<file path="config.mk">
export PLATFORM = sky130hd
export DESIGN_NAME = lehmer_random_in_range
export DESIGN_NICKNAME = d
export VERILOG_FILES = /design/src/hdl/lrr_pkg.sv /design/src/hdl/lrr_front.sv /design/src/hdl/lrr_cmd_fifo.sv /design/src/hdl/lrr_back.sv /design/src/hdl/lehmer_random_in_range.sv
export SDC_FILE = /design/constraint.sdc
export NUM_CORES = 1
export LEC_CHECK = 0
export ABC_AREA = 1
export BUFFER_PORTS_ARGS = -buffer_cell sky130_fd_sc_hd__buf_2
export CAP_MARGIN = 40
export CORE_MARGIN = 2
export CORE_UTILIZATION = 40
export CTS_BUF_LIST = sky130_fd_sc_hd__clkbuf_8
export CTS_CLUSTER_DIAMETER = 100
export CTS_CLUSTER_SIZE = 20
export DETAILED_ROUTE_END_ITERATION = 6
export PLACE_DENSITY_LB_ADDON = 0.12
export RECOVER_POWER = 25
export SYNTH_ARGS = -nofsm -noshare
export SYNTH_HDL_FRONTEND = slang
export SYNTH_SLANG_ARGS = --single-unit
</file>
<file path="constraint.sdc">
create_clock -name clk -period 26.4 [get_ports clk]
set_input_delay 1.32 -clock clk [delete_from_list [all_inputs] [get_ports clk]]
set_output_delay 1.32 -clock clk [all_outputs]
set_load 0.1 [all_outputs]
</file>
<file path="src/hdl/lrr_pkg.sv">
// Package for the range-limited Lehmer random source.
// Holds widths, generator constants, op codes and the command type; no dependencies.
`timescale 1ns / 1ps

package lrr_pkg;

  // field widths
  localparam int WORD_W = 32;
  localparam int SEED_W = 31;
  localparam int SPAN_W = 33;
  localparam int MULT_W = 15;
  localparam int PROD_W = SEED_W + MULT_W;
  localparam int STEP_W = $clog2(SEED_W);

  // generator constants
  localparam logic [MULT_W-1:0] LCG_MULT = MULT_W'(16807);
  localparam logic [SEED_W-1:0] LCG_MASK = SEED_W'(123459876);
  localparam logic [SEED_W:0]   LCG_MOD  = (SEED_W+1)'(32'h7FFF_FFFF);

  // default depth of the command queue
  localparam int CMD_DEPTH = 2;

  // input kind codes
  localparam logic KIND_DRAW = 1'b0;
  localparam logic KIND_SEED = 1'b1;

  // command op codes
  typedef logic [1:0] op_t;
  localparam op_t OP_SEED = 2'd0;
  localparam op_t OP_PASS = 2'd1;
  localparam op_t OP_DRAW = 2'd2;

  // classified command handed from front to back
  typedef struct packed {
    op_t               op;
    logic [WORD_W-1:0] lo;
    logic [SPAN_W-1:0] span;
    logic [SEED_W-1:0] seed;
  } cmd_t;

endpackage

</file>
<file path="src/hdl/lrr_front.sv">
// Front end: accepts input beats and classifies them into commands.
// Depends on lrr_pkg.
`timescale 1ns / 1ps

module lrr_front (
  input  logic                                in_push,
  input  logic                                in_kind,
  input  logic signed [lrr_pkg::WORD_W-1:0]   in_low_bound,
  input  logic signed [lrr_pkg::WORD_W-1:0]   in_high_bound,
  input  logic        [lrr_pkg::SEED_W-1:0]   in_new_seed,
  input  logic                                q_full,
  output logic                                q_wr,
  output lrr_pkg::cmd_t                       q_cmd
);

  logic signed [lrr_pkg::WORD_W-1:0] lo;
  logic signed [lrr_pkg::WORD_W-1:0] hi;
  logic signed [lrr_pkg::SPAN_W-1:0] diff;

  // take a beat whenever the queue has room
  assign q_wr = in_push && !q_full;

  // order the bounds and size the range exactly
  always_comb begin
    if (in_low_bound > in_high_bound) begin
      lo = in_high_bound;
      hi = in_low_bound;
    end else begin
      lo = in_low_bound;
      hi = in_high_bound;
    end
    diff = {hi[lrr_pkg::WORD_W-1], hi} - {lo[lrr_pkg::WORD_W-1], lo};
  end

  // build the command
  always_comb begin
    q_cmd.lo   = lo;
    q_cmd.span = lrr_pkg::SPAN_W'(diff) + lrr_pkg::SPAN_W'(1);
    q_cmd.seed = in_new_seed;
    if (in_kind == lrr_pkg::KIND_SEED) begin
      q_cmd.op = lrr_pkg::OP_SEED;
    end else if (in_low_bound == in_high_bound) begin
      q_cmd.op = lrr_pkg::OP_PASS;
    end else begin
      q_cmd.op = lrr_pkg::OP_DRAW;
    end
  end

endmodule

</file>
<file path="src/hdl/lrr_cmd_fifo.sv">
// Short command queue between the front end and the draw engine.
// Depends on lrr_pkg.
`timescale 1ns / 1ps

module lrr_cmd_fifo #(
  parameter int DEPTH = lrr_pkg::CMD_DEPTH
) (
  input  logic          clk,
  input  logic          rst_n,
  input  logic          wr,
  input  lrr_pkg::cmd_t wr_cmd,
  output logic          full,
  input  logic          rd,
  output logic          empty,
  output lrr_pkg::cmd_t rd_cmd
);

  localparam int PTR_W = (DEPTH > 1) ? $clog2(DEPTH) : 1;
  localparam int CNT_W = $clog2(DEPTH + 1);

  lrr_pkg::cmd_t    mem_r [DEPTH];
  logic [PTR_W-1:0] wr_ptr_r, wr_ptr_nxt;
  logic [PTR_W-1:0] rd_ptr_r, rd_ptr_nxt;
  logic [CNT_W-1:0] cnt_r, cnt_nxt;
  logic             do_wr, do_rd;

  assign full   = (cnt_r == CNT_W'(DEPTH));
  assign empty  = (cnt_r == '0);
  assign rd_cmd = mem_r[rd_ptr_r];
  assign do_wr  = wr && !full;
  assign do_rd  = rd && !empty;

  // advance pointers and fill count
  always_comb begin
    wr_ptr_nxt = wr_ptr_r;
    rd_ptr_nxt = rd_ptr_r;
    cnt_nxt    = cnt_r;
    if (do_wr) begin
      wr_ptr_nxt = (wr_ptr_r == PTR_W'(DEPTH - 1)) ? '0 : wr_ptr_r + PTR_W'(1);
    end
    if (do_rd) begin
      rd_ptr_nxt = (rd_ptr_r == PTR_W'(DEPTH - 1)) ? '0 : rd_ptr_r + PTR_W'(1);
    end
    if (do_wr && !do_rd) begin
      cnt_nxt = cnt_r + CNT_W'(1);
    end else if (do_rd && !do_wr) begin
      cnt_nxt = cnt_r - CNT_W'(1);
    end
  end

  always_ff @(posedge clk) begin
    if (!rst_n) begin
      wr_ptr_r <= '0;
      rd_ptr_r <= '0;
      cnt_r    <= '0;
    end else begin
      wr_ptr_r <= wr_ptr_nxt;
      rd_ptr_r <= rd_ptr_nxt;
      cnt_r    <= cnt_nxt;
    end
  end

  // hold entries
  always_ff @(posedge clk) begin
    if (do_wr) begin
      mem_r[wr_ptr_r] <= wr_cmd;
    end
  end

endmodule

</file>
<file path="src/hdl/lrr_back.sv">
// Draw engine: seed step, Mersenne reduction, radix-2 remainder and result register.
// Depends on lrr_pkg.
`timescale 1ns / 1ps

module lrr_back (
  input  logic                                clk,
  input  logic                                rst_n,
  input  logic                                cmd_empty,
  input  lrr_pkg::cmd_t                       cmd,
  output logic                                cmd_pop,
  output logic                                out_empty,
  input  logic                                out_pop,
  output logic signed [lrr_pkg::WORD_W-1:0]   out_value
);

  localparam logic [1:0] ST_IDLE = 2'd0;
  localparam logic [1:0] ST_RED  = 2'd1;
  localparam logic [1:0] ST_DIV  = 2'd2;
  localparam logic [1:0] ST_DONE = 2'd3;

  logic [1:0]                   state_r, state_nxt;
  logic [lrr_pkg::SEED_W-1:0]   seed_r, seed_nxt;
  logic                         out_valid_r, out_valid_nxt;
  logic [lrr_pkg::WORD_W-1:0]   out_value_r, out_value_nxt;
  logic [lrr_pkg::PROD_W-1:0]   prod_r, prod_nxt;
  logic [lrr_pkg::WORD_W-1:0]   lo_r, lo_nxt;
  logic [lrr_pkg::SPAN_W-1:0]   span_r, span_nxt;
  logic [lrr_pkg::SEED_W-1:0]   dvd_r, dvd_nxt;
  logic [lrr_pkg::WORD_W-1:0]   rem_r, rem_nxt;
  logic [lrr_pkg::STEP_W-1:0]   step_r, step_nxt;

  logic                         out_free;
  logic [lrr_pkg::SEED_W-1:0]   x;
  logic [lrr_pkg::SEED_W:0]     fold;
  logic [lrr_pkg::SEED_W-1:0]   red;
  logic [lrr_pkg::SPAN_W-1:0]   rem_sh;

  assign out_empty = !out_valid_r;
  assign out_value = out_value_r;
  assign out_free  = !out_valid_r || out_pop;

  // scramble the seed and fold the product modulo 2^31-1
  assign x    = seed_r ^ lrr_pkg::LCG_MASK;
  assign fold = (lrr_pkg::SEED_W+1)'(prod_r[lrr_pkg::SEED_W-1:0])
              + (lrr_pkg::SEED_W+1)'(prod_r[lrr_pkg::PROD_W-1:lrr_pkg::SEED_W]);
  assign red  = (fold >= lrr_pkg::LCG_MOD) ? lrr_pkg::SEED_W'(fold - lrr_pkg::LCG_MOD)
                                           : lrr_pkg::SEED_W'(fold);

  // one restoring remainder step
  assign rem_sh = {rem_r, dvd_r[lrr_pkg::SEED_W-1]};

  always_comb begin
    state_nxt     = state_r;
    seed_nxt      = seed_r;
    out_valid_nxt = out_valid_r;
    out_value_nxt = out_value_r;
    prod_nxt      = prod_r;
    lo_nxt        = lo_r;
    span_nxt      = span_r;
    dvd_nxt       = dvd_r;
    rem_nxt       = rem_r;
    step_nxt      = step_r;
    cmd_pop       = 1'b0;

    // drop the result once it is taken
    if (out_valid_r && out_pop) begin
      out_valid_nxt = 1'b0;
    end

    case (state_r)
      ST_IDLE: begin
        if (!cmd_empty) begin
          case (cmd.op)
            lrr_pkg::OP_SEED: begin
              cmd_pop  = 1'b1;
              seed_nxt = cmd.seed;
            end
            lrr_pkg::OP_PASS: begin
              if (out_free) begin
                cmd_pop       = 1'b1;
                out_valid_nxt = 1'b1;
                out_value_nxt = cmd.lo;
              end
            end
            lrr_pkg::OP_DRAW: begin
              cmd_pop   = 1'b1;
              lo_nxt    = cmd.lo;
              span_nxt  = cmd.span;
              prod_nxt  = lrr_pkg::PROD_W'(x) * lrr_pkg::PROD_W'(lrr_pkg::LCG_MULT);
              state_nxt = ST_RED;
            end
            default: begin
              cmd_pop = 1'b1;
            end
          endcase
        end
      end
      ST_RED: begin
        seed_nxt  = red;
        dvd_nxt   = red;
        rem_nxt   = '0;
        step_nxt  = lrr_pkg::STEP_W'(lrr_pkg::SEED_W - 1);
        state_nxt = ST_DIV;
      end
      ST_DIV: begin
        if (rem_sh >= span_r) begin
          rem_nxt = lrr_pkg::WORD_W'(rem_sh - span_r);
        end else begin
          rem_nxt = lrr_pkg::WORD_W'(rem_sh);
        end
        dvd_nxt = {dvd_r[lrr_pkg::SEED_W-2:0], 1'b0};
        if (step_r == '0) begin
          state_nxt = ST_DONE;
        end else begin
          step_nxt = step_r - lrr_pkg::STEP_W'(1);
        end
      end
      ST_DONE: begin
        if (out_free) begin
          out_valid_nxt = 1'b1;
          out_value_nxt = lo_r + rem_r;
          state_nxt     = ST_IDLE;
        end
      end
      default: begin
        state_nxt = ST_IDLE;
      end
    endcase
  end

  always_ff @(posedge clk) begin
    if (!rst_n) begin
      state_r     <= ST_IDLE;
      seed_r      <= '0;
      out_valid_r <= 1'b0;
    end else begin
      state_r     <= state_nxt;
      seed_r      <= seed_nxt;
      out_valid_r <= out_valid_nxt;
    end
  end

  // hold working payload
  always_ff @(posedge clk) begin
    out_value_r <= out_value_nxt;
    prod_r      <= prod_nxt;
    lo_r        <= lo_nxt;
    span_r      <= span_nxt;
    dvd_r       <= dvd_nxt;
    rem_r       <= rem_nxt;
    step_r      <= step_nxt;
  end

endmodule

</file>
<file path="src/hdl/lehmer_random_in_range.sv">
// Random integer source within a signed inclusive range, Lehmer generator.
// Top level; instantiates lrr_front, lrr_cmd_fifo and lrr_back, uses lrr_pkg.
//
// Usage:
//   Input channel (in_push / in_full): one beat is a draw (in_kind = 0) with
//   two signed bounds in either order, or a reseed (in_kind = 1) carrying
//   in_new_seed. Beats queue in a short command queue, so the sender keeps
//   pushing while the engine works.
//   Result channel (out_empty / out_pop): one signed out_value per draw, in
//   input order; a reseed gives no result.
//   A draw with distinct bounds passes through the engine as one multiply,
//   one modular fold, 31 radix-2 remainder steps and one writeback; the
//   iterative remainder unit takes no new draw until the last one is written
//   back. A draw with equal bounds or a reseed is handled in the idle state.
//   Reset clears the seed to zero and empties the queue and result register.
//   When the receiver stalls, the finished result holds in the output
//   register, the engine waits with its next result, and the input side
//   raises in_full once the command queue has filled.
`timescale 1ns / 1ps

module lehmer_random_in_range #(
  parameter int QUEUE_DEPTH = lrr_pkg::CMD_DEPTH
) (
  input  logic                                clk,
  input  logic                                rst_n,
  input  logic                                in_push,
  output logic                                in_full,
  input  logic                                in_kind,
  input  logic signed [lrr_pkg::WORD_W-1:0]   in_low_bound,
  input  logic signed [lrr_pkg::WORD_W-1:0]   in_high_bound,
  input  logic        [lrr_pkg::SEED_W-1:0]   in_new_seed,
  output logic                                out_empty,
  input  logic                                out_pop,
  output logic signed [lrr_pkg::WORD_W-1:0]   out_value
);

  logic          q_wr;
  lrr_pkg::cmd_t q_wr_cmd;
  logic          q_pop;
  logic          q_empty;
  lrr_pkg::cmd_t q_rd_cmd;

  // classify input beats
  lrr_front u_front (
    .in_push       (in_push),
    .in_kind       (in_kind),
    .in_low_bound  (in_low_bound),
    .in_high_bound (in_high_bound),
    .in_new_seed   (in_new_seed),
    .q_full        (in_full),
    .q_wr          (q_wr),
    .q_cmd         (q_wr_cmd)
  );

  // decouple front and engine
  lrr_cmd_fifo #(
    .DEPTH (QUEUE_DEPTH)
  ) u_fifo (
    .clk    (clk),
    .rst_n  (rst_n),
    .wr     (q_wr),
    .wr_cmd (q_wr_cmd),
    .full   (in_full),
    .rd     (q_pop),
    .empty  (q_empty),
    .rd_cmd (q_rd_cmd)
  );

  // run draws and hold results
  lrr_back u_back (
    .clk       (clk),
    .rst_n     (rst_n),
    .cmd_empty (q_empty),
    .cmd       (q_rd_cmd),
    .cmd_pop   (q_pop),
    .out_empty (out_empty),
    .out_pop   (out_pop),
    .out_value (out_value)
  );

endmodule

</file>
==> results of run 1 <==
## cell type report
cell class / count / share of cell area
Multi-Input combinational cell: 2643 / 0.492
Sequential cell: 446 / 0.366
Inverter: 624 / 0.0659
Tap cell: 1070 / 0.0376
Timing Repair Buffer: 158 / 0.0236
Clock buffer: 29 / 0.0112
Clock inverter: 23 / 0.00369
Antenna cell: 4 / 0.000281
## worst min-delay path, cell delays in order, from the launching register on
cell	delay, ps
dfxtp_1	330
nand2_1	60
a21oi_1	60
## final timing paths
kind	start	endpoint
worst max-delay path	flop	u_back.seed_r[23]$_SDFFE_PN0P_
worst min-delay path	u_back.seed_r[22]$_SDFFE_PN0P_	u_back.seed_r[22]$_SDFFE_PN0P_
worst max register to register	flop	u_back.seed_r[23]$_SDFFE_PN0P_
worst min register to register	u_back.seed_r[22]$_SDFFE_PN0P_	u_back.seed_r[22]$_SDFFE_PN0P_
## routing by layer
metal,wire length [um],share of wire,GRT usage,vias up
met5,0,0,0,-
met4,1320,0.014,0.0309,0
met3,4540,0.049,0.0227,64
met2,37100,0.40,0.304,547
met1,49600,0.54,0.356,12068
li1,-,-,-,12776
## logic make-up after synthesis
logic type,share of synthesized area
multiplexers,0.000303
AO/OA/AOI/OAI,0.107
flip-flops,0.393
XOR/XNOR,0.0344
adder cells (fa/ha/maj),0.213
AND/OR/NAND/NOR,0.173
buffers and inverters,0.0793
## per-stage QoR
step / cell area, um2 / setup slack [ps] / cells
2_1_floorplan: 33100 / 17270 / 3783
3_3_place_gp: 35000 / 19950 / 4935
3_5_place_dp: 35100 / 19800 / 4941
4_1_cts: 35600 / 20040 / 4993
5_1_grt: 35600 / 19280 / 4995
6_report: 35600 / 19660 / 4997
## layout by cell type, fill, tap and decap left out, drive strengths merged, types with 9 or more instances in the layout
cell type and count:
a21oi 319, or2 20, nand2 836, ha 343, edfxtp 407, fa 137
clkbuf 59, xnor2 51, o211ai 11, o21a 12, clkinv 9, a21boi 9
xor2 79, buf 128, nand4 27, dfxtp 39, o21ai 215, a21o 14
inv 637, a31oi 44, nor2 271, nor4 12, nor3 30, nand3 171
## flip-flops by register name, summed over array words and instances, names as in the netlist, named ones only
signal              count
u_back.dvd_r           31
u_back.lo_r            32
u_back.out_valid_r      1
u_back.out_value       32
u_back.prod_r          46
u_back.rem_r           32
u_back.seed_r          31
u_back.span_r          33
u_back.state_r          2
u_back.step_r           5
u_fifo.cnt_r            2
u_fifo.mem_r          196
u_fifo.rd_ptr_r         1
u_fifo.wr_ptr_r         1
==> flow_summary_export.csv, run 1 <==
group,metric,value,unit
outcome,status,"finished, violations left",
outcome,violations,"capacitance limit, slew limit",
floorplan,dieArea,85000,um2
setup_path,worstPathArrival,7330,ps
placement,dp_hpwl,74400,um
setup_path,critical_path.max_fanout,58,
sta,relSlewSlack,-1.13,
setup_path,max_stage_delay,1950,ps
layout,syn_to_final_growth,7.50,%
cts,ctsResizeCount,0,
setup_path,rrSetupSlack,19660,ps
drt,vias,25455,
synthesis,ys_top_cells_by_count,"817 x nand2_1, 610 x inv_1, 407 x edfxtp_1",
synthesis,yosysTopAreaCell,"edfxtp_1",
cts,h-tree-depth,1,
cts,clock_sinks,446,
grt,grt_max_degree,66,
floorplan,fp.dieH,292,um
cts,cts_tree,"done",
floorplan,fp.dieW,292,um
sta,hold_viol,0,
sta,post-route-period-util,0.255,
layout,multi_input_area,17500,um2
synthesis,seq_area_frac_synth,0.393,
synthesis,synth_ff_type,"edfxtp_1",
layout,fillCellCount,8345,
setup_path,path_class,"flop to flop",
grt,grt_pass1_vias,24063,
sta,fin_worst_skew,30.5,ps
sta,timing.fmax,148,MHz
placement,place_congestion,0.928,
synthesis,synth.avg_cell_area,8.74,um2
setup_path,cp.depth,10,
synthesis,synth_most_common_cell,"nand2_1",
cts,post_cts_buffers,0,
setup_path,critPathSlowestCell,"clkinvlp_2",
cts,ctsRootBufferMaster,"clkbuf_8",
drt,ant_nets,0,
layout,register_area,13000,um2
synthesis,ys_types,52,
sta,worst_slew_pin_slew,3200,ps
hold_path,min_path_cells,2,
flow_run,cap_violations,5,
synthesis,netlist.area_leader.share,0.369,
drt,dr.first_iter.drc_count,1974,
synthesis,synth_nets,4363,
grt,overflow,0,
drt,routedWlPerCell,18.5,um
setup_path,crit_required,27000,ps
sta,period_minus_slack,6740,ps
setup_path,path_delay_family,"buffers and inverters",
grt,track_usage,0.216,
cts,cts_buffers,28,
setup_path,path_buf_inv,3,
layout,drive_gt1_frac,0.0607,
synthesis,synth_edf_count,407,
sta,fin_tns_setup,0,ps
cts,clk_latency,670,ps
sta,holdWs,481,ps
sta,rsz0062_at_grt,"no",
synthesis,ys_seq_elements,446,
drt,drt_wl_total,92600,um
synthesis,syn-instance-count,3783,
setup_path,cp-end-kind,"flop",
floorplan,io-pin-count,134,
floorplan,core-area,82000,um2
layout,finish.utilization,0.434,
setup_path,critical_path.startpoint_type,"flop",
grt,grt_pass1_wl,142000,um
synthesis,yosys_warnings,0,
synthesis,async_reset_ff_frac,0,
setup_path,rr_worst_depth,10,
synthesis,synth_area_leaders,"edfxtp_1 37%, ha_1 13%, nand2_1 9.3%",
drt,post_drt_via_cell_ratio,5.09,
sta,maxSlewViolCount,244,
floorplan,placementRows,105,
sta,setup-violations-final,0,
floorplan,initial_utilization,0.404,
cts,clk_pin_slew,130,ps
drt,drt_first_pass_iters,5,
hold_path,hp-class,"flop to flop",
layout,nets,4481,
drt,drc,0,
setup_path,crit_chain,"clkinvlp_2, or2_2, o21ai_0, nand3_1, o21ai_0, inv_2, buf_4, a21oi_1, nand2_1, a21oi_1",
synthesis,netlist_area,33100,um2
grt,antenna_found_initial,4,
cts,cts_hold_buf,0,
cts,cts_buffer_depth,3,
placement,portBuffers,133,
Power of run 1 is not shown: default switching activity piles up to over one toggle a cycle in this logic, so the estimate is an artifact.
==> inputs of run 2 (changes only) <==
==> constraint.sdc (replaced) <==
create_clock -name clk -period 5.65 [get_ports clk]
set_input_delay 0.2825 -clock clk [delete_from_list [all_inputs] [get_ports clk]]
set_output_delay 0.2825 -clock clk [all_outputs]
set_load 0.1 [all_outputs]
==> run 2 against run 1 <==
  * The flow finishes with violations (DRC, capacitance limit, slew limit)
  * Via count is 2.9% higher
  * Flip-flop and latch count stayed put
  * First-iteration DRC count is 6.4% lower
  * Cell area is 6.1% higher
  * Non-clock buffer count is 193 higher
  * Final cell count is 4.0% higher
  * Hold slack worse by 430 ps
  * Die area stayed put
  * Utilization is 2.7 points higher
  * Largest cell class unchanged
==> flow_summary_export.csv, run 2 (synthesis results as in run 1) <==
group,metric,value,unit
outcome,status,"finished, violations left",
outcome,violations,"DRC, capacitance limit, slew limit",
cts,clk_pin_slew,120,ps
setup_path,worstPathArrival,5810,ps
sta,hold_viol,0,
cts,cts_tree,"done",
cts,clk_latency,680,ps
setup_path,crit_chain,"buf_4, fa_1, ha_1, inv_1, fa_1, inv_1, fa_1, fa_1, inv_1, fa_1, inv_1, ha_4, nand2_1, nor3_4, nand3_1, nor2_1, nor3_2, buf_4, o21ai_2, nand3_1, and2_4, o21bai_1, xor2_1",
grt,antenna_found_initial,3,
grt,grt_pass1_wl,146000,um
layout,layout_commonest_cell,"nand2_1",
cts,clock_sinks,446,
drt,drt_wl_total,94700,um
sta,timing.fmax,184,MHz
layout,nets,4682,
setup_path,critical_path.max_fanout,4,
setup_path,crit_required,6030,ps
drt,drc,4,
grt,grt_pass1_vias,24875,
floorplan,core-area,82000,um2
floorplan,fp.dieH,292,um
sta,fin_worst_skew,58.3,ps
sta,rsz0062_at_grt,"yes",
cts,cts_buffer_depth,3,
drt,routedWlPerCell,18.2,um
drt,vias,26186,
floorplan,placementRows,105,
layout,stdcell_area,37700,um2
cts,ctsRootBufferMaster,"clkbuf_8",
placement,dp_hpwl,75200,um
sta,worst_slew_pin_slew,3760,ps
flow_run,cap_violations,5,
floorplan,io-pin-count,134,
drt,drt_first_pass_iters,7,
floorplan,dieArea,85000,um2
sta,period_minus_slack,5430,ps
setup_path,critical_path.startpoint_type,"flop",
layout,syn_to_final_growth,14.1,%
placement,post_dp_cell_area,36200,um2
placement,place_ws,-143,ps
layout,reg_top3,"u_fifo.mem_r x196, u_back.prod_r x46, u_back.span_r x33",
cts,cts_buffers,36,
layout,drive_gt1_frac,0.113,
hold_path,hp-class,"input port to flop",
setup_path,path_class,"flop to flop",
placement,place_congestion,0.912,
drt,post_drt_via_cell_ratio,5.04,
sta,maxSlewViolCount,340,
floorplan,fp.dieW,292,um
layout,layout_common_cells,"808 x nand2_1, 603 x inv_1, 407 x edfxtp_1",
setup_path,critPathSlowestCell,"fa_1",
grt,grt_max_degree,112,
sta,relSlewSlack,-1.51,
cts,h-tree-depth,2,
sta,setup-violations-final,0,
setup_path,max_stage_delay,540,ps
drt,ant_nets,0,
layout,regMostFlops,"u_fifo.mem_r",
sta,post-route-period-util,0.961,
sta,holdWs,48.4,ps
setup_path,cp_common_cell,"fa_1",
grt,track_usage,0.222,
grt,overflow,0,
drt,dr.first_iter.drc_count,1848,
sta,setup_ws,222,ps
layout,largest_reg_flops,196,
setup_path,cp-end-kind,"flop",
placement,portBuffers,133,
floorplan,initial_utilization,0.404,
-- run 2: repair_timing --
| item | in CTS | in global routing |
|---|---|---|
| hold endpoints to repair | 89 | 0 |
| pin swaps | 0 | 27 |
| resized for setup | 15 | 110 |
| setup buffers | 0 | 6 |
| setup endpoints to repair | 5 | 28 |
| hold buffers | 42 | 0 |
-- run 2: path summary, 6_finish.rpt --
kind         cells after the start                           start                              to  slack, ps
max                             23  u_back.seed_r[18]$_SDFFE_PN0P_     u_back.prod_r[40]$_DFFE_PP_        220
min                              3                in_low_bound[17]   u_fifo.mem_r[1][81]$_DFFE_PP_         50
max reg2reg                     23  u_back.seed_r[18]$_SDFFE_PN0P_     u_back.prod_r[40]$_DFFE_PP_        220
min reg2reg                      2  u_back.seed_r[22]$_SDFFE_PN0P_  u_back.seed_r[22]$_SDFFE_PN0P_        490
-- run 2: per-stage QoR --
| step | util | TNS, ps | instances |
|---|---|---|---|
| global placement | 0.441 | -33.0 | 5081 |
| finish | 0.460 | 0 | 5195 |
| detailed placement | 0.442 | -297 | 5086 |
| global route | 0.460 | -224 | 5193 |
| floorplan | - | 0 | 3783 |
| CTS | 0.457 | 0 | 5186 |
-- run 2: final cells by class --
| cell class | instances | area (um2) |
|---|---|---|
| inverters | 624 | 2350 |
| diodes | 3 | 7.51 |
| clock inverters | 21 | 269 |
| multi-input cells | 2643 | 17900 |
| fillers | 8181 | 44200 |
| clock buffers | 37 | 509 |
| well taps | 1070 | 1340 |
| flip-flops and latches | 446 | 13000 |
| repair buffers | 351 | 2350 |
-- run 2: worst max-delay path, delay by kind of cell (launching register included) --
family	cells	cell delay, ps
fa+ha+maj	7	3030
simple gates	7	880
compound gates	2	310
buf+inv	6	490
flops	1	380
xor+xnor	1	90
-- run 2: metal layers --
| layer | GRT usage | wire (um) |
|---|---|---|
| met1 | 0.361 | 50100 |
| met2 | 0.309 | 37500 |
| met3 | 0.0295 | 5350 |
| met4 | 0.0436 | 1720 |
| met5 | 0 | 0 |
Power of run 2 is left out for the same reason.
